File: config.mk
export PLATFORM = sky130hd
export DESIGN_NAME = rolling_qgram_encoder
export DESIGN_NICKNAME = d
export VERILOG_FILES = /design/src/hw/rtl/rqe_pkg.sv /design/src/hw/rtl/rqe_front.sv /design/src/hw/rtl/rqe_weight.sv /design/src/hw/rtl/rqe_back.sv /design/src/hw/rtl/rolling_qgram_encoder.sv
export SDC_FILE = /design/constraint.sdc
export NUM_CORES = 2
export LEC_CHECK = 0
export CAP_MARGIN = 20
export CORE_MARGIN = 2
export CORE_UTILIZATION = 57
export CTS_BUF_LIST = sky130_fd_sc_hd__clkbuf_4 sky130_fd_sc_hd__clkbuf_8 sky130_fd_sc_hd__clkbuf_16
export CTS_CLUSTER_SIZE = 12
export DETAILED_ROUTE_END_ITERATION = 7
export DONT_BUFFER_PORTS = 1
export PLACE_DENSITY = 0.72
export SYNTH_ARGS = -nofsm -noshare
export SYNTH_HDL_FRONTEND = slang
export SYNTH_SLANG_ARGS = --single-unit
File: constraint.sdc
create_clock -name aclk -period 10.1 [get_ports aclk]
set_clock_uncertainty 0.1 [all_clocks]
set_input_delay 1.01 -clock aclk [delete_from_list [all_inputs] [get_ports aclk]]
set_output_delay 1.01 -clock aclk [all_outputs]
set_load 0.1 [all_outputs]
File: src/hw/rtl/rqe_pkg.sv
`default_nettype none

package rqe_pkg;

    // fixed field widths
    localparam int SYM_W      = 8;
    localparam int CODE_W     = 64;
    localparam int POS_W      = 32;
    localparam int ALPHA_W    = 8;
    localparam int QLEN_W     = 6;
    localparam int CFG_IDX_W  = 2;
    localparam int CFG_DATA_W = 8;

    // configuration register indexes
    localparam logic [CFG_IDX_W-1:0] REG_RADIX        = 2'd0;
    localparam logic [CFG_IDX_W-1:0] REG_QGRAM_LENGTH = 2'd1;

    localparam logic [ALPHA_W-1:0] ALPHA_RESET = 8'd4;
    localparam logic [QLEN_W-1:0]  QLEN_RESET  = 6'd8;

    // front queue between accept side and encoder
    localparam int QUEUE_DEPTH = 4;
    localparam int QPTR_W      = 2;

    typedef struct packed {
        logic [SYM_W-1:0] symbol;
        logic             sos;
        logic             eos;
    } item_t;

    typedef struct packed {
        logic fetch_load;
        logic busy;
    } back_status_t;

endpackage

`default_nettype wire

File: src/hw/rtl/rqe_front.sv
`default_nettype none

module rqe_front (
    input  wire                  aclk,
    input  wire                  aresetn,
    input  wire                  s_valid,
    output logic                 s_ready,
    input  rqe_pkg::item_t       s_item,
    output logic                 q_valid,
    input  wire                  q_pop,
    output rqe_pkg::item_t       q_item
);
    import rqe_pkg::*;

    item_t              slot_reg [QUEUE_DEPTH];
    logic [QPTR_W-1:0]  wr_ptr_reg;
    logic [QPTR_W-1:0]  rd_ptr_reg;
    logic [QPTR_W:0]    count_reg;
    logic               push;
    logic               pop;

    assign s_ready = (count_reg != (QPTR_W+1)'(QUEUE_DEPTH));
    assign q_valid = (count_reg != '0);
    assign push    = s_valid && s_ready;
    assign pop     = q_pop && q_valid;
    assign q_item  = slot_reg[rd_ptr_reg];

    always_ff @(posedge aclk) begin
        if (!aresetn) begin
            wr_ptr_reg <= '0;
            rd_ptr_reg <= '0;
            count_reg  <= '0;
        end else begin
            if (push) begin
                wr_ptr_reg <= wr_ptr_reg + 1'b1;
            end
            if (pop) begin
                rd_ptr_reg <= rd_ptr_reg + 1'b1;
            end
            unique case ({push, pop})
                2'b10:   count_reg <= count_reg + 1'b1;
                2'b01:   count_reg <= count_reg - 1'b1;
                default: count_reg <= count_reg;
            endcase
        end
    end

    // payload storage, no reset
    always_ff @(posedge aclk) begin
        if (push) begin
            slot_reg[wr_ptr_reg] <= s_item;
        end
    end

endmodule

`default_nettype wire

File: src/hw/rtl/rqe_weight.sv
`default_nettype none

module rqe_weight #(
    parameter int MAX_Q = 32
) (
    input  wire                                   aclk,
    input  wire                                   aresetn,
    input  wire                                   restart,
    input  wire  [rqe_pkg::ALPHA_W-1:0]           alphabet,
    input  wire  [$clog2(MAX_Q+1)-1:0]            q_eff,
    output logic [rqe_pkg::CODE_W-1:0]            weight,
    output logic                                  busy
);
    import rqe_pkg::*;

    localparam int QW = $clog2(MAX_Q + 1);

    logic                          pending_reg;
    logic [QW-1:0]                 cnt_reg;
    logic [CODE_W-1:0]             w_reg;
    logic [CODE_W+ALPHA_W-1:0]     prod;

    assign prod   = w_reg * alphabet;
    assign weight = w_reg;
    assign busy   = pending_reg || (cnt_reg != '0);

    always_ff @(posedge aclk) begin
        if (!aresetn) begin
            pending_reg <= 1'b1;
            cnt_reg     <= '0;
        end else if (restart) begin
            pending_reg <= 1'b1;
        end else if (pending_reg) begin
            pending_reg <= 1'b0;
            cnt_reg     <= q_eff - 1'b1;
        end else if (cnt_reg != '0) begin
            cnt_reg <= cnt_reg - 1'b1;
        end
    end

    // one multiply by the radix per cycle
    always_ff @(posedge aclk) begin
        if (pending_reg) begin
            w_reg <= CODE_W'(1);
        end else if (cnt_reg != '0) begin
            w_reg <= prod[CODE_W-1:0];
        end
    end

endmodule

`default_nettype wire

File: src/hw/rtl/rqe_back.sv
`default_nettype none

module rqe_back #(
    parameter int MAX_Q       = 32,
    parameter int SYMBOL_BITS = 8
) (
    input  wire                                   aclk,
    input  wire                                   aresetn,
    input  wire                                   q_valid,
    input  rqe_pkg::item_t                        q_item,
    output logic                                  q_pop,
    input  wire  [rqe_pkg::ALPHA_W-1:0]           alphabet,
    input  wire  [$clog2(MAX_Q+1)-1:0]            q_eff,
    input  wire  [rqe_pkg::CODE_W-1:0]            weight,
    input  wire                                   weight_busy,
    output logic                                  m_valid,
    input  wire                                   m_ready,
    output logic [rqe_pkg::CODE_W-1:0]            m_code,
    output logic [rqe_pkg::POS_W-1:0]             m_start,
    output logic                                  m_last,
    output rqe_pkg::back_status_t                 status
);
    import rqe_pkg::*;

    localparam int QW    = $clog2(MAX_Q + 1);
    localparam int AW    = (MAX_Q > 1) ? $clog2(MAX_Q) : 1;
    localparam int DEPTH = 1 << AW;

    // window memory, circular, newest at wp-1
    logic [SYMBOL_BITS-1:0] win_mem [DEPTH];
    logic [AW-1:0]          wp_reg;
    logic [AW-1:0]          rd_addr;

    // sequence bookkeeping
    logic [QW-1:0]          seen_reg;
    logic [POS_W-1:0]       pos_reg;

    // fetch stage
    logic                   f_valid_reg;
    logic [SYMBOL_BITS-1:0] f_sym_reg;
    logic                   f_sos_reg;
    logic                   f_eos_reg;
    logic                   f_roll_reg;
    logic                   f_emit_reg;
    logic [POS_W-1:0]       f_start_reg;
    logic [SYMBOL_BITS-1:0] oldest_reg;

    // multiply stage
    logic                   mul_valid_reg;
    logic [CODE_W-1:0]      t_reg;
    logic [SYMBOL_BITS-1:0] c_sym_reg;
    logic                   c_emit_reg;
    logic                   c_eos_reg;
    logic [POS_W-1:0]       c_start_reg;
    logic [CODE_W-1:0]      code_reg;

    // output register
    logic                   out_valid_reg;
    logic [CODE_W-1:0]      out_code_reg;
    logic [POS_W-1:0]       out_start_reg;
    logic                   out_last_reg;

    logic                         fetch_load;
    logic                         phase0;
    logic                         mul_done;
    logic [SYMBOL_BITS-1:0]       sym_in;
    logic [QW-1:0]                seen_eff;
    logic [QW-1:0]                seen_new;
    logic [POS_W-1:0]             pos_eff;
    logic                         grow;
    logic [QW-1:0]                q_minus1;
    logic [CODE_W-1:0]            base;
    logic [CODE_W+SYMBOL_BITS-1:0] prod1;
    logic [CODE_W-1:0]            sub;
    logic [CODE_W+ALPHA_W-1:0]    prod2;
    logic [CODE_W-1:0]            code_new;

    assign phase0     = f_valid_reg && !mul_valid_reg;
    assign fetch_load = q_valid && !weight_busy && (!f_valid_reg || phase0);
    assign mul_done   = mul_valid_reg && (!c_emit_reg || !out_valid_reg || m_ready);
    assign q_pop      = fetch_load;

    // classify the incoming symbol against the running count
    assign sym_in   = q_item.symbol[SYMBOL_BITS-1:0];
    assign seen_eff = q_item.sos ? '0 : seen_reg;
    assign pos_eff  = q_item.sos ? '0 : pos_reg;
    assign grow     = (seen_eff < q_eff);
    assign seen_new = grow ? (seen_eff + 1'b1) : seen_eff;
    assign q_minus1 = q_eff - 1'b1;
    assign rd_addr  = wp_reg - q_eff[AW-1:0];

    // subtract the leaving symbol's share
    assign base  = f_sos_reg ? '0 : code_reg;
    assign prod1 = oldest_reg * weight;
    assign sub   = f_roll_reg ? prod1[CODE_W-1:0] : '0;

    // shift in the new symbol
    assign prod2    = t_reg * alphabet;
    assign code_new = prod2[CODE_W-1:0] + CODE_W'(c_sym_reg);

    always_ff @(posedge aclk) begin
        if (!aresetn) begin
            wp_reg        <= '0;
            seen_reg      <= '0;
            pos_reg       <= '0;
            f_valid_reg   <= 1'b0;
            mul_valid_reg <= 1'b0;
            code_reg      <= '0;
            out_valid_reg <= 1'b0;
        end else begin
            if (fetch_load) begin
                wp_reg      <= wp_reg + 1'b1;
                seen_reg    <= seen_new;
                pos_reg     <= pos_eff + 1'b1;
                f_valid_reg <= 1'b1;
            end else if (phase0) begin
                f_valid_reg <= 1'b0;
            end

            if (phase0) begin
                mul_valid_reg <= 1'b1;
            end else if (mul_done) begin
                mul_valid_reg <= 1'b0;
            end

            if (mul_done) begin
                code_reg <= code_new;
            end

            if (mul_done && c_emit_reg) begin
                out_valid_reg <= 1'b1;
            end else if (m_ready) begin
                out_valid_reg <= 1'b0;
            end
        end
    end

    // window memory: registered read of the oldest symbol, old data on collision
    always_ff @(posedge aclk) begin
        if (fetch_load) begin
            oldest_reg      <= win_mem[rd_addr];
            win_mem[wp_reg] <= sym_in;
        end
    end

    // payload registers
    always_ff @(posedge aclk) begin
        if (fetch_load) begin
            f_sym_reg   <= sym_in;
            f_sos_reg   <= q_item.sos;
            f_eos_reg   <= q_item.eos;
            f_roll_reg  <= !grow;
            f_emit_reg  <= (seen_new >= q_eff);
            f_start_reg <= pos_eff - POS_W'(q_minus1);
        end
        if (phase0) begin
            t_reg       <= base - sub;
            c_sym_reg   <= f_sym_reg;
            c_emit_reg  <= f_emit_reg;
            c_eos_reg   <= f_eos_reg;
            c_start_reg <= f_start_reg;
        end
        if (mul_done && c_emit_reg) begin
            out_code_reg  <= code_new;
            out_start_reg <= c_start_reg;
            out_last_reg  <= c_eos_reg;
        end
    end

    assign m_valid = out_valid_reg;
    assign m_code  = out_code_reg;
    assign m_start = out_start_reg;
    assign m_last  = out_last_reg;

    assign status.fetch_load = fetch_load;
    assign status.busy       = f_valid_reg || mul_valid_reg || out_valid_reg;

endmodule

`default_nettype wire

File: src/hw/rtl/rolling_qgram_encoder.sv
// Rolling q-gram encoder: takes one alphabet-coded symbol per input word and
// emits the radix-A code (A = the radix register) of every q-gram of a sequence,
// modulo 2^64, together with the index of the q-gram's first symbol.
// s_tuser high starts a new sequence before its symbol; s_tlast marks the
// last symbol and comes back as m_tlast on the last q-gram. Sequences
// shorter than q give no output. Words enter a four-deep queue; the encoder
// behind it fetches the leaving symbol from a circular window memory and then
// updates the code in two steps (subtract oldest*A^(q-1), then multiply by A
// and add the symbol). A word passes the fetch, multiply-stage and output
// registers; the next word may be fetched while one is in the multiply stage,
// but its code update waits for the previous word's write of the code register.
// After reset and after every write to the radix or q-length register the
// weight A^(q-1) (q clipped to 1..MAX_Q) is rebuilt by one multiply per cycle,
// while words are queued but not encoded. There is no clearing pass at reset.
// Write configuration only while no word is in flight.

`default_nettype none

module rolling_qgram_encoder #(
    parameter int MAX_Q       = 32,
    parameter int SYMBOL_BITS = 8
) (
    input  wire                               aclk,
    input  wire                               aresetn,

    // configuration write port
    input  wire                               cfg_we,
    input  wire  [rqe_pkg::CFG_IDX_W-1:0]     cfg_index,
    input  wire  [rqe_pkg::CFG_DATA_W-1:0]    cfg_data,

    // symbol stream
    input  wire                               s_tvalid,
    output logic                              s_tready,
    input  wire  [7:0]                        s_tdata,   // [7:0] symbol
    input  wire                               s_tuser,   // [0] start_of_sequence
    input  wire                               s_tlast,   // end_of_sequence

    // q-gram code stream
    output logic                              m_tvalid,
    input  wire                               m_tready,
    output logic [95:0]                       m_tdata,   // [63:0] code, [95:64] qgram_start
    output logic                              m_tlast    // final_code
);
    import rqe_pkg::*;

    localparam int QW = $clog2(MAX_Q + 1);
    localparam logic [QLEN_W:0] MAXQ_EXT = (QLEN_W+1)'(MAX_Q);

    logic [ALPHA_W-1:0]  alpha_reg;
    logic [QLEN_W-1:0]   qlen_reg;
    logic [QLEN_W:0]     qlen_ext;
    logic [QLEN_W:0]     q_clip;
    logic [QW-1:0]       q_eff;
    logic                cfg_hit;

    item_t               s_item;
    item_t               q_item;
    logic                q_valid;
    logic                q_pop;

    logic [CODE_W-1:0]   weight;
    logic                weight_busy;
    logic [CODE_W-1:0]   out_code;
    logic [POS_W-1:0]    out_start;
    back_status_t        back_status;

    // configuration registers; unknown indexes are dropped
    assign cfg_hit = cfg_we && ((cfg_index == REG_RADIX) ||
                                (cfg_index == REG_QGRAM_LENGTH));

    always_ff @(posedge aclk) begin
        if (!aresetn) begin
            alpha_reg <= ALPHA_RESET;
            qlen_reg  <= QLEN_RESET;
        end else if (cfg_we) begin
            if (cfg_index == REG_RADIX) begin
                alpha_reg <= cfg_data[ALPHA_W-1:0];
            end
            if (cfg_index == REG_QGRAM_LENGTH) begin
                qlen_reg <= cfg_data[QLEN_W-1:0];
            end
        end
    end

    // clip q into 1..MAX_Q
    assign qlen_ext = {1'b0, qlen_reg};

    always_comb begin
        priority if (qlen_ext == '0) begin
            q_clip = (QLEN_W+1)'(1);
        end else if (qlen_ext > MAXQ_EXT) begin
            q_clip = MAXQ_EXT;
        end else begin
            q_clip = qlen_ext;
        end
    end

    assign q_eff = QW'(q_clip);

    assign s_item.symbol = s_tdata;
    assign s_item.sos    = s_tuser;
    assign s_item.eos    = s_tlast;

    rqe_front u_front (
        .aclk    (aclk),
        .aresetn (aresetn),
        .s_valid (s_tvalid),
        .s_ready (s_tready),
        .s_item  (s_item),
        .q_valid (q_valid),
        .q_pop   (q_pop),
        .q_item  (q_item)
    );

    rqe_weight #(
        .MAX_Q (MAX_Q)
    ) u_weight (
        .aclk     (aclk),
        .aresetn  (aresetn),
        .restart  (cfg_hit),
        .alphabet (alpha_reg),
        .q_eff    (q_eff),
        .weight   (weight),
        .busy     (weight_busy)
    );

    rqe_back #(
        .MAX_Q       (MAX_Q),
        .SYMBOL_BITS (SYMBOL_BITS)
    ) u_back (
        .aclk        (aclk),
        .aresetn     (aresetn),
        .q_valid     (q_valid),
        .q_item      (q_item),
        .q_pop       (q_pop),
        .alphabet    (alpha_reg),
        .q_eff       (q_eff),
        .weight      (weight),
        .weight_busy (weight_busy),
        .m_valid     (m_tvalid),
        .m_ready     (m_tready),
        .m_code      (out_code),
        .m_start     (out_start),
        .m_last      (m_tlast),
        .status      (back_status)
    );

    assign m_tdata = {out_start, out_code};

    // a register write must hold off the encoder until the weight is rebuilt
    a_cfg_restarts_weight: assert property (@(posedge aclk) disable iff (!aresetn)
        cfg_hit |=> weight_busy)
        else $error("weight not rebuilt after register write");

    // never fetch a symbol against a stale weight
    a_no_fetch_while_weight: assert property (@(posedge aclk) disable iff (!aresetn)
        back_status.fetch_load |-> !weight_busy)
        else $error("symbol fetched while weight busy");

    // a fetch always drains one queued word
    a_fetch_needs_word: assert property (@(posedge aclk) disable iff (!aresetn)
        back_status.fetch_load |-> q_valid)
        else $error("fetch with empty queue");

    // a waiting result word is owned by the back end
    a_result_owned: assert property (@(posedge aclk) disable iff (!aresetn)
        m_tvalid |-> back_status.busy)
        else $error("result word outside the back end");

endmodule

`default_nettype wire

* Yosys cells after proc, flatten, opt, wreduce, memory -nomap -nowiden
Memory sizes are Yosys's and may differ from the RTL's. A register that Yosys moved wholly into a read port is not among the register bits.
Index checks and enable logic that the tools add are counted.
** Word-level totals
- Logic and storage cells :: 109
- Input bits :: 25
- Memories :: 2
- Bits in writable memories :: 296
- Register bits after elaboration :: 449
** Memory list
- u_back.win_mem :: words 32, bits a word 8, rd ports 1, clocked after memory_dff 1, wr ports 1, line rqe_back.sv:30 : logic [SYMBOL_BITS-1:0] win_mem [DEPTH];
- u_front.slot_reg :: words 4, bits a word 10, rd ports 1, clocked after memory_dff 1, wr ports 1, line rqe_front.sv:15 : item_t slot_reg [QUEUE_DEPTH];
** Operators by class
- Bitwise gates (word level) :: 1
- Add/sub/neg operators :: 13
- Reduce and logical (&&, ||, !) cells :: 31
- Order comparisons :: 3
- Multiply operators :: 3
- Equality and inequality tests :: 4
- Muxes and demuxes :: 23
** Operators with widths (number)
- $mul 64x8->64 :: 2
- $mux 64 :: 2
- $add 64x8->64 :: 1
- $mul 8x64->64 :: 1
- $sub 64x64->64 :: 1
- $mux 6 :: 6
- $add 32x1->32 const B :: 1
- $mux 32 :: 1
- $sub 32x6->32 :: 1
- $sub 6x1->6 const B :: 2
- $mux 1 :: 11
- $reduce_bool 2->1 :: 5
- $logic_and 1x1->1 :: 8
- $logic_not 7->1 :: 1
- $add 6x1->6 const B :: 1
- $ge 6x6->1 :: 1
- $gt 6x6->1 const B :: 1
- $logic_not 1->1 :: 6
- $lt 6x6->1 :: 1
- $pmux 3 s2 :: 1
- $reduce_and 2->1 :: 3
- $reduce_bool 6->1 :: 1
- $add 5x1->5 const B :: 1
- $logic_or 1x1->1 :: 5
- other kinds (11) :: 14

* Logic depth before layout (Yosys ltp)
- Word-level depth :: 8
- Gate-level depth with buffers :: 37
- Gate-level depth less buffers :: 34

* By module
From an unflattened synthesis, not the netlist that was laid out.
** Second synthesis, totals
- Cells, all modules :: 7773
- Area total of the unflattened synthesis :: 78024.8 µm²
** By module, submodules not included
- rqe_back :: cells each 5591, times used 1, area each 58105.7 µm², seq. area each 17546.8 µm²
- rqe_weight :: cells each 2010, times used 1, area each 17354.1 µm², seq. area each 1421.4 µm²
- rqe_front :: cells each 104, times used 1, area each 1953.1 µm², seq. area each 1381.3 µm²
- rolling_qgram_encoder :: cells each 68, times used 1, area each 611.8 µm², seq. area each 280.3 µm²

* Least setup slack after synthesis
No wires, ideal clock.
- Path type :: register to register
- Start :: register u_back.oldest_reg[5] (read register of u_back.win_mem)
- End :: register u_back.t_reg[62], data pin
- Period minus slack after synthesis :: 7.820 ns
- Arrival time :: 7.463 ns
- Data required time :: 9.742 ns
- Path slack :: 2.280 ns
- Setup time :: 0.258 ns
- Path buffers :: 3
- Stages on the path, launching flop included :: 37
- Path through :: edfxtp_1 -> clkbuf_1 -> clkbuf_1 -> nand2_1 -> fa_1 -> fa_1 -> inv_1 -> fa_1 -> inv_1 -> fa_1 -> inv_1 -> ha_1 -> o211ai_1 -> o21ai_1 -> o311ai_1 -> a211oi_1 -> a31oi_1 -> o31ai_1 -> and2_1 -> a21boi_0 -> o21ai_0 -> xor2_1 -> nand2_1 -> ha_1 -> clkbuf_1 -> a21o_1 -> a21oi_1 -> o21ai_0 -> o211ai_1 -> o21ai_0 -> nand3b_1 -> a21oi_1 -> o41ai_1 -> nand4_1 -> o2111ai_1 -> a21oi_1 -> xnor2_1
** On the way
- Longest elaborated chain between the ends :: 3
** Ends and longest elaborated chain
- start, declared :: line rqe_back.sv:46 : logic [SYMBOL_BITS-1:0] oldest_reg;
- $mul 8x64->64 :: line rqe_back.sv:94 : assign prod1 = oldest_reg * weight;
- $mux 64 :: line rqe_back.sv:95 : assign sub = f_roll_reg ? prod1[CODE_W-1:0] : '0;
- $sub 64x64->64 :: line rqe_back.sv:157 : t_reg <= base - sub;
- end signal, assigned :: line rqe_back.sv:157
- end, declared :: line rqe_back.sv:50 : logic [CODE_W-1:0] t_reg;
Every way passes these cells.
A chain may end at the register's enable or synchronous reset.

* Worst setup path in the final report
- Start :: register u_back.oldest_reg[7] (read register of u_back.win_mem)
- End :: register u_back.t_reg[63], data pin
The elaborated chain is that of the path after synthesis.

==> metrics list <==
- Max_slew headroom: a little under a third
- Setup repair after global routing left no endpoint under its margin.
- Among all flip-flop cells after synthesis, the most frequent one is edfxtp_1.
- Register with the highest flop count: u_back.win_mem
- For this design the static power due to leakage is 32.41 nW.
- The worst setup path is captured at a flip-flop.
- Most frequent cells in the layout: nand2_1 (1101), fa_1 (1054), inv_1 (1033)
- Type of the most critical hold path: input pin to flip-flop
- The die covers ~140000 um^2.
* Clock root buffer master: clkbuf_16
- DRC viols: 0
- The first routing iteration left 4269 violations.
- Share of post-route cells with drive strength above 1: 5.079%
- Maximum number of pins on one net before global-route repair: 69
* Crit Path Class: flip-flop to flip-flop
- On the critical path, the stage with the largest delay is an instance of edfxtp_1.
- Vias: 54.46k
- Summed over all instances, the cell type with the most area after synthesis is fa_1.
- Sequential element share of the synthesized area: ~27%
* Cells resized by post-CTS repair: 0
- Number of cells in the design after placement: 9174
- The total overflow left after global routing is 0.
* CTS buffer count: 86
- In the final timing run, aggregate negative setup slack is 0 ps.
- Across every metal layer, demand over resource in global routing totals roughly 29%.
- Final Wtd Congestion: between 0.9 and 1
- Summed over its instances, the top area cell type makes up 27.66% of the synthesized netlist area.
- Worst voltage drop across the vdd grid: ~0.18 mV
- After layout, the worst setup slack is 1299 ps.
* Crit path DAT: about 9200 ps
- Growth of design area from synthesis to finish: 5.720%
- Area inside the core boundary: 133300 um^2
- Dividing the detail-routed via count by the number of cells gives 5.838.
- Netlist Area Pre-Place: 76370 um^2
- Max capacitance violation total: 0
- The register with the most flip-flops in the layout has 256 of them.
- PD cells: between 100 and 150 nW/um^2
* TritonCTS sink count: 755
- Measured on the finished design, the core utilization comes to between 60% and 70%.
* Postcts setup bufs: 0
* First-pass iteration count of the detailed router: 7
* Cell types with the largest area share after synthesis: fa_1 (28%), edfxtp_1 (22%), and2_1 (6.7%)
* DPL Wire Length: 141200 um
* TritonCTS clock tree: built
- Residual antenna-violating net count after detailed routing: 0
- Critical path launch point type: flip-flop
* Die height: 370.0 um
- Most frequent standard cell in the layout excluding fill and tap cells: nand2_1
- Yosys warning count: 0
* Number of placed I/O pins: 124
* Initial core utilization: 57.29%
- The number of nets handed over by synthesis was 9171.
* Synthesized instance count: 7718
- Number of synthesized register bits: 755
* Final wirelength: ~190000 um
- Final worst-path cycle share: about 87%
* Routed wirelength normalized by instance count: slightly above 20 um
- The number of global-route vias before repair is 57.33k.
- Hold repair after CTS inserted 0 buffers.
- In the final design database the tool counted a little under 9k nets.
* Worst Max-Slew Pin Slew: 1050 ps
* Number of max-slew violations in the final report: 0
- Post-synth EDFFs: 551
- Static timing analysis puts the maximum clock frequency at 113.6 MHz.
- The repair_antennas step left the layout with diodes totalling 0.
- Minimum clock period after layout: 8801 ps
- In the synthesized netlist the async set-or-reset flop fraction comes to 0%.
- A synthesized cell averages 9.895 um^2.
- The floorplan has 134 rows.
* Unique cell type count in the Yosys netlist: 83
* Non-filler cells in the finished layout: 9328
- Stage delay of the slowest cell on the critical path: 680 ps
- The clock tree synthesis step divided the H-tree into 3 levels.
- Width of the die: 370.0 um
* First-pass GRT wire length: 310000 um
* Initial antenna violation count: 5
* Number of buffer cells added on primary ports: 0
- Number of hold-slack violations in the final timing report: 0
* Setup WS pre-CTS: between 1000 and 1500 ps
- For the worst setup path, the data required time is 10460 ps.
- For the worst-skew pair, the clock arrives at the later sink with an insertion delay of 740 ps.
- Clk buf depth: 3
- Setup Viol. Count Final: 0
* Clock transition at the registers of the reported paths: roughly 60 ps
- Run status: completed
- Max Fanout on Critical Path: 43
[worst max-delay path: cells and delay by family, from the launching register on]
family / cells / cell delay [ps]
simple gates: 7 / 1180
flops: 1 / 680
mux: 1 / 210
xor+xnor: 3 / 420
compound gates: 11 / 2800
fa+ha+maj: 6 / 2680
buf+inv: 1 / 510
[per-stage QoR]
step	cell area [um^2]	hold slack [ps]	power, mW
floorplan	76370	300.3	5.398
finish	80740	257.8	9.303
detailed placement	77790	304.5	6.127
CTS	80700	204.7	9.330
global placement	77790	301.7	6.083
global route	80740	242.1	9.710
[layer usage]
layer  share of wire, %  GRT usage (%)
met1                 40          36.46
met2                 49          49.24
met3                6.7          4.902
met4                3.9          10.55
met5              0.014              0
[cell type report]
cell class | count | area, um^2
Tap cell | 1768 | 2212
Clock inverter | 36 | 441.7
Clock buffer | 116 | 2472
Multi-Input combinational cell | 5537 | 50420
Sequential cell | 755 | 20660
Timing Repair Buffer | 81 | 636.9
Fill cell | 11000 | 52550
Inverter | 1035 | 3887
[cells by family (layout without fill, tap and decap cells)]
| logic type | after synthesis | count (layout) | synth area share (%) |
|---|---|---|---|
| multiplexers | 110 | 110 | 2.920 |
| flip-flops | 755 | 755 | 27.01 |
| adder cells (fa/ha/maj) | 1428 | 1428 | 33.77 |
| other | 1 | 1 | 0.004910 |
| AND/OR/NAND/NOR | 2630 | 2630 | 16.93 |
| buffers and inverters | 1426 | 1268 | 7.022 |
| XOR/XNOR | 319 | 319 | 3.658 |
| AO/OA/AOI/OAI | 1049 | 1049 | 8.685 |
[Yosys cell counts (all sizes together), types with 8 or more instances]
library cell	number
nand2	1102
fa	1055
inv	1035
and2	820
edfxtp	551
a21oi	385
ha	373
clkbuf	363
nor2	270
xnor2	206
dfxtp	204
o21ai	184
a21o	154
xor2	113
nor2b	106
mux4	89
nand3	77
nand4	60
nor3	54
o21bai	46
a31oi	44
a211oi	36
nand2b	36
and3	34
buf	28
o211ai	26
o21a	21
o31ai	21
or3	19
a22o	17
a221oi	13
mux2	12
nor4	12
a21boi	11
a41oi	9
and4	9
mux2i	9
a31o	8
[power by group]
group | total (mW) | internal [mW] | switching [mW]
Clock | 3.21 | 1.82 | 1.38
Sequential | 3.67 | 3.51 | 0.159
Combinational | 2.43 | 0.907 | 1.52
Total | 9.30 | 6.24 | 3.07
[path summary, 6_finish.rpt]
path / end / depth (start not counted) / slack, ps / startpoint
setup / recovery: u_back.t_reg[63]$_DFFE_PP_ / 29 / 1300 / u_back.oldest_reg[7]$_DFFE_PP_
hold / removal: u_weight.pending_reg$_SDFF_PN1_ / 1 / 260 / aresetn
setup reg to reg: u_back.t_reg[63]$_DFFE_PP_ / 29 / 1300 / u_back.oldest_reg[7]$_DFFE_PP_
hold reg to reg: u_back.c_start_reg[1]$_DFFE_PP_ / 0 / 310 / u_back.f_start_reg[1]$_DFFE_PP_
(Power assumes the default switching activity.)
